$ cat src/rtl/core/bisv_pkg.sv
package bisv_pkg;

    typedef struct packed {
        logic [7:0] image_byte;
        logic       last;
        logic       update_active;
        logic       update_pending;
        logic       raw_command_seen;
    } item_t;

    typedef struct packed {
        logic       boot_ok;
        logic [2:0] status;
    } result_t;

    typedef enum logic [2:0] {
        ST_OK         = 3'd0,
        ST_UPDATING   = 3'd1,
        ST_PENDING    = 3'd2,
        ST_NO_SIG     = 3'd3,
        ST_BAD_LENGTH = 3'd4,
        ST_BOARD      = 3'd5,
        ST_CRC        = 3'd6,
        ST_NO_RAW     = 3'd7
    } status_t;

    typedef enum logic [1:0] {
        PH_SEARCH = 2'd0,
        PH_RECORD = 2'd1,
        PH_AFTER  = 2'd2
    } phase_t;

    typedef enum logic {
        CFG_BOARD_NAME     = 1'b0,
        CFG_BOARD_NAME_LEN = 1'b1
    } cfg_index_t;

    localparam int          CFG_DATA_W = 64;
    localparam int          NAME_LEN_W = 4;
    localparam logic [31:0] CRC_POLY   = 32'hEDB88320;
    // byte i of the marker sits in bits 8i+7..8i
    localparam logic [63:0] MAGIC_SEQ  = 64'hAFCEE5A0_68F058E6;
    localparam logic [5:0]  REC_BYTES      = 6'd48;
    localparam logic [5:0]  REC_LAST       = 6'd47;
    localparam logic [5:0]  LEN_AT         = 6'd8;
    localparam logic [5:0]  CRC_BEFORE_AT  = 6'd12;
    localparam logic [5:0]  CRC_AFTER_AT   = 6'd16;
    localparam logic [5:0]  NAME_FIELD_AT  = 6'd20;
    localparam logic [5:0]  NAME_FIELD_LEN = 6'd16;

    // reflected CRC-32, one byte, eight bit steps
    function automatic logic [31:0] crc32_byte(input logic [31:0] crc, input logic [7:0] b);
        logic [31:0] c;
        c = crc ^ {24'd0, b};
        for (int k = 0; k < 8; k++)
        begin
            c = c[0] ? ((c >> 1) ^ CRC_POLY) : (c >> 1);
        end
        return c;
    endfunction

endpackage

$ cat src/rtl/core/bisv_scan.sv
module bisv_scan import bisv_pkg::*; #(
    parameter int REGION_BYTES = 112640,
    parameter int NAME_BYTES   = 8
) (
    input  logic                  clk,
    input  logic                  rst_n,
    input  logic                  step,
    input  item_t                 item,
    input  logic [CFG_DATA_W-1:0] board_name,
    input  logic [NAME_LEN_W-1:0] board_name_len,
    output status_t               status
);

    localparam int POS_W      = $clog2(REGION_BYTES + 1);
    localparam int NAME_IDX_W = (NAME_BYTES > 1) ? $clog2(NAME_BYTES) : 1;
    localparam int NCMP       = (NAME_BYTES < 8) ? NAME_BYTES : 8;

    logic [POS_W-1:0] pos_reg, pos_step, pos_next;
    phase_t           phase_reg, phase_step, phase_next;
    logic [31:0]      crc_reg, crc_step, crc_next;
    logic [7:0]       recent_reg [8];
    logic [7:0]       recent_next [8];
    logic [POS_W-1:0] offset_reg, offset_next;
    logic [31:0]      crc_before_reg, crc_before_next;
    logic [31:0]      len_reg, len_next;
    logic [31:0]      stated_before_reg, stated_before_next;
    logic [31:0]      stated_after_reg, stated_after_next;
    logic [7:0]       name_reg [NAME_BYTES];
    logic [7:0]       name_next [NAME_BYTES];

    logic             active;
    logic             hit;
    logic             clear;
    logic [POS_W-1:0] rel;
    logic [5:0]       rel6;
    logic [7:0]       crc_in_byte;
    logic [31:0]      crc_calc;
    logic             name_bad;

    assign active      = pos_reg < POS_W'(REGION_BYTES);
    assign rel         = pos_reg - offset_reg;
    assign rel6        = rel[5:0];
    assign crc_in_byte = (phase_reg == PH_SEARCH) ? recent_reg[7] : item.image_byte;
    assign crc_calc    = crc32_byte(crc_reg, crc_in_byte);
    assign clear       = step && item.last;

    // window after the shift: oldest byte at recent[7], new byte at recent[0]
    always_comb
    begin
        hit = (pos_reg >= POS_W'(7)) && (item.image_byte == MAGIC_SEQ[63:56]);
        for (int i = 0; i < 7; i++)
        begin
            if (recent_reg[6 - i] != MAGIC_SEQ[8*i +: 8])
            begin
                hit = 1'b0;
            end
        end
    end

    always_comb
    begin
        phase_step = phase_reg;
        if (step && active)
        begin
            case (phase_reg)
                PH_SEARCH:
                begin
                    if (hit)
                    begin
                        phase_step = PH_RECORD;
                    end
                end
                PH_RECORD:
                begin
                    if (rel6 >= REC_LAST)
                    begin
                        phase_step = PH_AFTER;
                    end
                end
                PH_AFTER:  phase_step = PH_AFTER;
                default:   phase_step = PH_SEARCH;
            endcase
        end
    end

    assign phase_next = clear ? PH_SEARCH : phase_step;

    always_comb
    begin
        pos_step           = pos_reg;
        crc_step           = crc_reg;
        recent_next        = recent_reg;
        offset_next        = offset_reg;
        crc_before_next    = crc_before_reg;
        len_next           = len_reg;
        stated_before_next = stated_before_reg;
        stated_after_next  = stated_after_reg;
        name_next          = name_reg;
        if (step && active)
        begin
            pos_step = pos_reg + POS_W'(1);
            case (phase_reg)
                PH_SEARCH:
                begin
                    if (pos_reg >= POS_W'(8))
                    begin
                        crc_step = crc_calc;
                    end
                    for (int i = 7; i > 0; i--)
                    begin
                        recent_next[i] = recent_reg[i - 1];
                    end
                    recent_next[0] = item.image_byte;
                    if (hit)
                    begin
                        offset_next     = pos_reg - POS_W'(7);
                        crc_before_next = crc_step;
                    end
                end
                PH_RECORD:
                begin
                    if (rel6 >= LEN_AT && rel6 < CRC_BEFORE_AT)
                    begin
                        len_next[{rel6[1:0], 3'b000} +: 8] = item.image_byte;
                    end
                    else if (rel6 >= CRC_BEFORE_AT && rel6 < CRC_AFTER_AT)
                    begin
                        stated_before_next[{rel6[1:0], 3'b000} +: 8] = item.image_byte;
                    end
                    else if (rel6 >= CRC_AFTER_AT && rel6 < NAME_FIELD_AT)
                    begin
                        stated_after_next[{rel6[1:0], 3'b000} +: 8] = item.image_byte;
                    end
                    else if (rel6 >= NAME_FIELD_AT && rel6 < NAME_FIELD_AT + NAME_FIELD_LEN &&
                             (rel6 - NAME_FIELD_AT) < 6'(NAME_BYTES))
                    begin
                        name_next[NAME_IDX_W'(rel6 - NAME_FIELD_AT)] = item.image_byte;
                    end
                    if (rel6 >= REC_LAST)
                    begin
                        crc_step = 32'd0;
                    end
                end
                PH_AFTER:
                begin
                    if (32'(pos_reg) < len_reg)
                    begin
                        crc_step = crc_calc;
                    end
                end
                default: ;
            endcase
        end
    end

    assign pos_next = clear ? '0 : pos_step;
    assign crc_next = clear ? 32'd0 : crc_step;

    always_comb
    begin
        name_bad = 1'b0;
        for (int i = 0; i < NCMP; i++)
        begin
            if (NAME_LEN_W'(i) < board_name_len && board_name[8*i +: 8] != name_next[i])
            begin
                name_bad = 1'b1;
            end
        end
    end

    // verdict on the state as it stands once this beat is taken in
    always_comb
    begin
        if (item.update_active)
        begin
            status = ST_UPDATING;
        end
        else if (item.update_pending)
        begin
            status = ST_PENDING;
        end
        else if (phase_step == PH_SEARCH || offset_next[1:0] != 2'd0)
        begin
            status = ST_NO_SIG;
        end
        else if (phase_step != PH_AFTER || len_next > 32'(REGION_BYTES) ||
                 len_next < 32'(offset_next) + 32'(REC_BYTES) || len_next > 32'(pos_step))
        begin
            status = ST_BAD_LENGTH;
        end
        else if (name_bad)
        begin
            status = ST_BOARD;
        end
        else if (crc_before_next != stated_before_next || crc_step != stated_after_next)
        begin
            status = ST_CRC;
        end
        else if (!item.raw_command_seen)
        begin
            status = ST_NO_RAW;
        end
        else
        begin
            status = ST_OK;
        end
    end

    always_ff @(posedge clk or negedge rst_n)
    begin
        if (!rst_n)
        begin
            pos_reg   <= '0;
            phase_reg <= PH_SEARCH;
            crc_reg   <= 32'd0;
        end
        else
        begin
            pos_reg   <= pos_next;
            phase_reg <= phase_next;
            crc_reg   <= crc_next;
        end
    end

    // record fields are always rewritten before they are read
    always_ff @(posedge clk)
    begin
        recent_reg        <= recent_next;
        offset_reg        <= offset_next;
        crc_before_reg    <= crc_before_next;
        len_reg           <= len_next;
        stated_before_reg <= stated_before_next;
        stated_after_reg  <= stated_after_next;
        name_reg          <= name_next;
    end

    a_record_span: assert property (@(posedge clk) disable iff (!rst_n)
        phase_reg == PH_RECORD |-> rel < POS_W'(REC_BYTES))
        else $error("record offset walked past the record");

    a_pos_bound: assert property (@(posedge clk) disable iff (!rst_n)
        pos_reg <= POS_W'(REGION_BYTES))
        else $error("byte position beyond region");

    a_clear: assert property (@(posedge clk) disable iff (!rst_n)
        clear |=> pos_reg == '0 && phase_reg == PH_SEARCH && crc_reg == 32'd0)
        else $error("state not cleared after verdict");

endmodule

$ cat src/rtl/core/boot_image_signature_verifier.sv
// Boot image signature check. Flash bytes of the application region enter one beat per
// clock on item; the beat flagged last yields one verdict on result (status plus boot_ok),
// registered and valid from the edge at which that beat leaves the input register.
// Sustained rate is one byte per cycle, set by the byte-wide CRC-32 update (eight bit
// steps unrolled) in front of the scan state registers. A final beat waits only while an
// earlier verdict is still untaken on result; other beats keep flowing. The marker search,
// record capture and both CRCs restart after each verdict. board_name and board_name_len
// must be written through cfg only while the stream is idle; the block does not enforce
// this. cfg is always ready.
module boot_image_signature_verifier import bisv_pkg::*; #(
    parameter int REGION_BYTES = 112640,
    parameter int NAME_BYTES   = 8
) (
    input  logic                  clk,
    input  logic                  rst_n,
    input  logic                  item_valid,
    output logic                  item_ready,
    input  item_t                 item,
    output logic                  result_valid,
    input  logic                  result_ready,
    output result_t               result,
    input  logic                  cfg_valid,
    output logic                  cfg_ready,
    input  cfg_index_t            cfg_index,
    input  logic [CFG_DATA_W-1:0] cfg_data
);

    logic                  item_valid_reg, item_valid_next;
    item_t                 item_reg;
    logic                  result_valid_reg, result_valid_next;
    result_t               result_reg;
    logic [CFG_DATA_W-1:0] board_name_reg;
    logic [NAME_LEN_W-1:0] board_name_len_reg;
    logic                  advance;
    status_t               status;

    assign advance    = item_valid_reg && (!item_reg.last || !result_valid_reg || result_ready);
    assign item_ready = !item_valid_reg || advance;
    assign cfg_ready  = 1'b1;

    assign item_valid_next   = (item_valid && item_ready) ? 1'b1 :
                               (advance ? 1'b0 : item_valid_reg);
    assign result_valid_next = (advance && item_reg.last) ? 1'b1 :
                               (result_ready ? 1'b0 : result_valid_reg);

    bisv_scan #(
        .REGION_BYTES (REGION_BYTES),
        .NAME_BYTES   (NAME_BYTES)
    ) u_scan (
        .clk            (clk),
        .rst_n          (rst_n),
        .step           (advance),
        .item           (item_reg),
        .board_name     (board_name_reg),
        .board_name_len (board_name_len_reg),
        .status         (status)
    );

    always_ff @(posedge clk or negedge rst_n)
    begin
        if (!rst_n)
        begin
            item_valid_reg     <= 1'b0;
            result_valid_reg   <= 1'b0;
            board_name_reg     <= '0;
            board_name_len_reg <= '0;
        end
        else
        begin
            item_valid_reg   <= item_valid_next;
            result_valid_reg <= result_valid_next;
            if (cfg_valid && cfg_ready)
            begin
                case (cfg_index)
                    CFG_BOARD_NAME:     board_name_reg     <= cfg_data;
                    CFG_BOARD_NAME_LEN: board_name_len_reg <= cfg_data[NAME_LEN_W-1:0];
                    default: ;
                endcase
            end
        end
    end

    always_ff @(posedge clk)
    begin
        if (item_valid && item_ready)
        begin
            item_reg <= item;
        end
        if (advance && item_reg.last)
        begin
            result_reg.boot_ok <= (status == ST_OK);
            result_reg.status  <= status;
        end
    end

    assign result_valid = result_valid_reg;
    assign result       = result_reg;

    a_ok_matches: assert property (@(posedge clk) disable iff (!rst_n)
        result_valid_reg |-> result_reg.boot_ok == (result_reg.status == ST_OK))
        else $error("boot_ok disagrees with status");

    a_hold_beat: assert property (@(posedge clk) disable iff (!rst_n)
        (item_valid_reg && !advance) |=> item_valid_reg && $stable(item_reg))
        else $error("stalled beat lost from input register");

    a_verdict_out: assert property (@(posedge clk) disable iff (!rst_n)
        (advance && item_reg.last) |=> result_valid_reg)
        else $error("final beat gave no verdict");

endmodule

$ cat config.mk
export PLATFORM = sky130hd
export DESIGN_NAME = boot_image_signature_verifier
export DESIGN_NICKNAME = d
export VERILOG_FILES = /design/src/rtl/core/bisv_pkg.sv /design/src/rtl/core/bisv_scan.sv /design/src/rtl/core/boot_image_signature_verifier.sv
export SDC_FILE = /design/constraint.sdc
export NUM_CORES = 1
export LEC_CHECK = 0
export ABC_AREA = 1
export BUFFER_PORTS_ARGS = -buffer_cell sky130_fd_sc_hd__buf_2
export CAP_MARGIN = 20
export CORE_ASPECT_RATIO = 0.8
export CORE_MARGIN = 2
export CORE_UTILIZATION = 40
export DETAILED_ROUTE_END_ITERATION = 6
export HOLD_SLACK_MARGIN = 0.1
export PLACE_DENSITY = 0.57
export RECOVER_POWER = 50
export SKIP_CTS_REPAIR_TIMING = 1
export SYNTH_ARGS = -nofsm -noshare
export SYNTH_HDL_FRONTEND = slang
export SYNTH_SLANG_ARGS = --single-unit
export TNS_END_PERCENT = 10
$ cat constraint.sdc
create_clock -name clk -period 5.1 [get_ports clk]
set_clock_uncertainty 0.05 [all_clocks]
set_input_delay 1.02 -clock clk [delete_from_list [all_inputs] [get_ports clk]]
set_output_delay 1.02 -clock clk [all_outputs]
set_load 0.01 [all_outputs]
==> out/results.tsv <==
stage	metric	value	unit
floorplanning	fp.dieH	219	um
clock_network	clk_latency	610	ps
timing	worst_pin_slew	2340	ps
grt	track_usage	25.8	%
route	drtIter0Drc	2139	
logic_synthesis	yosysWarnings	0	
logic_synthesis	synthArstFlopShare	29.5	%
logic_synthesis	synth_ff_type	dfxtp_1	
logic_synthesis	synthTopCellsByArea	dfxtp_1 18%, nand2_1 18%, dfrtp_1 13%, edfxtp_1 10%, nand3_1 6.2%	
grt	overflow	0	
final_layout	final_nets	3553	
outcome	status	finished with violations	
placed_design	dp_cells	4111	
power_and_ir_drop	pwr-share-comb	36.9	%
floorplanning	fp.coreArea	56800	um^2
placed_design	dpl.hpwl	56.2	mm
final_layout	drive_gt1_share	11.9	%
setup_path	worst_path_most_repeated_cell	nand2_1	
grt	grt_start_max_net_pins	74	
logic_synthesis	ys_seq_area_share	41.8	%
floorplanning	die_area	59500	um^2
power_and_ir_drop	irDropWorstVdd	0.258	mV
power_and_ir_drop	swShare	40.5	%
clock_network	clk_path_buf_depth	3	
power_and_ir_drop	intPower	0.00697	W
timing	whs	397	ps
logic_synthesis	synth.net_count	3383	
route	routedWlPerCell	18.1	um
floorplanning	num_rows	78	
logic_synthesis	avgSynthCellArea	7.12	um^2
setup_path	max_stage_delay	390	ps
setup_path	crit_fanout	7	
placed_design	gp_congestion	0.971	
power_and_ir_drop	clkPwrFrac	29.7	%
logic_synthesis	netlist_instances	3233	
clock_network	cts_buffers	46	
outcome	violations	capacitance limit, slew limit	
timing	timing.final.crit_share	92.3	%
grt	grt_pass1_vias	20840	
timing	slew_violations	295	
timing	fin_crit	4710	ps
clock_network	clk_pin_slew	60	ps
logic_synthesis	netlist.area_leader.share	18.2	%
power_and_ir_drop	seqPwrFrac	33.4	%
min_path	min_path_type	flip-flop to flip-flop	
power_and_ir_drop	p_leak	13.4	nW
clock_network	tritoncts	yes	
grt	grt_pass1_wl	119	mm
setup_path	rrSetupSlack	390	ps
clock_network	clockRootBuffer	clkbuf_16	
logic_synthesis	syn_area	23000	um^2
route	routed_via_density	5.17	
route	dr.pass1.iters	6	
final_layout	syn_to_final_growth	15.6	%
power_and_ir_drop	switchingPower	0.00474	W
floorplanning	fp.dieW	272	um
logic_synthesis	synth_edf_count	80	
floorplanning	num_io_pins	89	
route	num_vias	21715	
route	wl	76.0	mm
logic_synthesis	yosysTopAreaCell	dfxtp_1	
grt	antenna_found_initial	0	
logic_synthesis	synth-seq-cells	410	
setup_path	critical_path_class	flip-flop to flip-flop	
timing	fin_setup_tns	0	ps
logic_synthesis	yosysUniqueCellTypes	54	
setup_path	endpoint_kind	flip-flop	
route	postRouteAntennaNets	0	
final_layout	n_antenna_cell	0	
setup_path	arrival	5000	ps
setup_path	critical_path.slowest_cell	dfrtp_1	
timing	finalSetupViolations	0	
setup_path	required	5390	ps
timing	fmax	212	MHz
timing	relSlewSlack	-56.5	%
clock_network	htree_levels	2	
floorplanning	initial_core_util	40.5	%
clock_network	numClockSinks	410	
setup_path	crit_path_start_kind	flip-flop	
route	drc_errors	0	
placed_design	port-buffer-count	87	
final_layout	fin_cells	4200	
timing	finalHoldViolCount	0	
power_and_ir_drop	power_density	440	nW/um^2
job	maxCapViolations	6	
-- synthesized netlist by cell type (all sizes together) (2+ instances only) --
cell type  number
nand2        1125
inv           391
nand3         292
nor2          271
dfxtp         209
o21ai         195
dfrtp         121
a21oi          94
edfxtp         80
ha             67
xor2           60
buf            51
clkbuf         46
nor3           46
nand4          39
nand3b         38
mux2           27
xnor2          16
o21bai         11
or2            10
a31oi           7
a211oi          6
nor4            6
o211ai          5
and2            3
o21a            3
o31ai           3
and3            2
clkinv          2
-- kinds of logic after synthesis --
kind of cell               share of synthesized area (%)
muxes                                               1.36
AOI/OAI and AO/OA                                   7.58
DFF                                                 41.8
buffers and inverters                               8.50
xor gates and xnor gates                            2.92
adders and majority gates                           3.73
and+or+nand+nor                                     34.1
other                                             0.0163
-- stage by stage --
stage | utilization [%] | power, W | area (um^2) | setup WS (ps)
3_5_place_dp | 43.9 | 0.00806 | 24900 | -178
5_1_grt | 46.9 | 0.0124 | 26600 | -24.8
3_3_place_gp | 43.9 | 0.00800 | 24900 | -142
4_1_cts | 46.7 | 0.0116 | 26500 | 23.9
2_1_floorplan | - | 0.00672 | 23000 | 269
6_report | 46.9 | 0.0117 | 26600 | 391
-- layout by cell type, fill, tap and decap left out, types with 9 or more instances in the layout --
master and count:
dfxtp_1 209, o21ai_1 69, buf_2 79, o21bai_1 9
nand3_1 286, nand3b_1 38, xnor2_1 15, nand4_1 39
nor2_1 250, nor2_4 15, edfxtp_1 80, mux2_2 27
xor2_1 60, dfrtp_1 121, o21ai_0 124, a21oi_1 91
inv_2 9, nand2_1 1094, inv_1 381, clkbuf_1 23
nand2_2 29, or2_2 10, clkbuf_16 47, buf_4 117
ha_1 66, nor3_1 35
-- routing by layer --
layer / share of wire (%) / track usage (%)
met4: 3.0 / 8.57
met2: 42 / 39.4
met5: 0 / 0
met3: 8.4 / 3.70
met1: 47 / 37.3
-- power by group through the flow --
stage | sequential, W | clock [W] | combinational (W)
final | 0.00391 | 0.00348 | 0.00432
after global routing | 0.00395 | 0.00367 | 0.00482
after floorplan | 0.00388 | 0 | 0.00284
after CTS | 0.00390 | 0.00354 | 0.00412
after detailed placement | 0.00397 | 0 | 0.00409
after global placement | 0.00396 | 0 | 0.00404
-- critical path, delay by kind of cell (launching register included) --
family / cells / cell delay [ps]
adder cells (fa/ha/maj): 3 / 830
buffers and inverters: 5 / 620
flip-flops: 1 / 390
AND/OR/NAND/NOR: 16 / 1790
AO/OA/AOI/OAI: 5 / 750
-- final cells by class --
class	instances	area (um^2)
Timing Repair Buffer	219	1420
Clock inverter	24	264
Clock buffer	61	1310
Tap cell	760	951
Multi-Input combinational cell	2333	11600
Fill cell	5761	30200
Inverter	393	1480
Sequential cell	410	9610
-- worst paths after layout --
kind / from / end / cells past startpoint
setup / recovery: u_scan.pos_reg[0] / result[2] / 29
hold / removal: u_scan.recent_reg[41] / u_scan.recent_reg[33] / 0
setup reg to reg: u_scan.pos_reg[0] / result[2] / 29
hold reg to reg: u_scan.recent_reg[41] / u_scan.recent_reg[33] / 0
max in group asynchronous: rst_n / item_valid_reg / 2
min in group asynchronous: rst_n / u_scan.crc_reg[30] / 1
No activity file was read; power rests on OpenSTA's default activity.
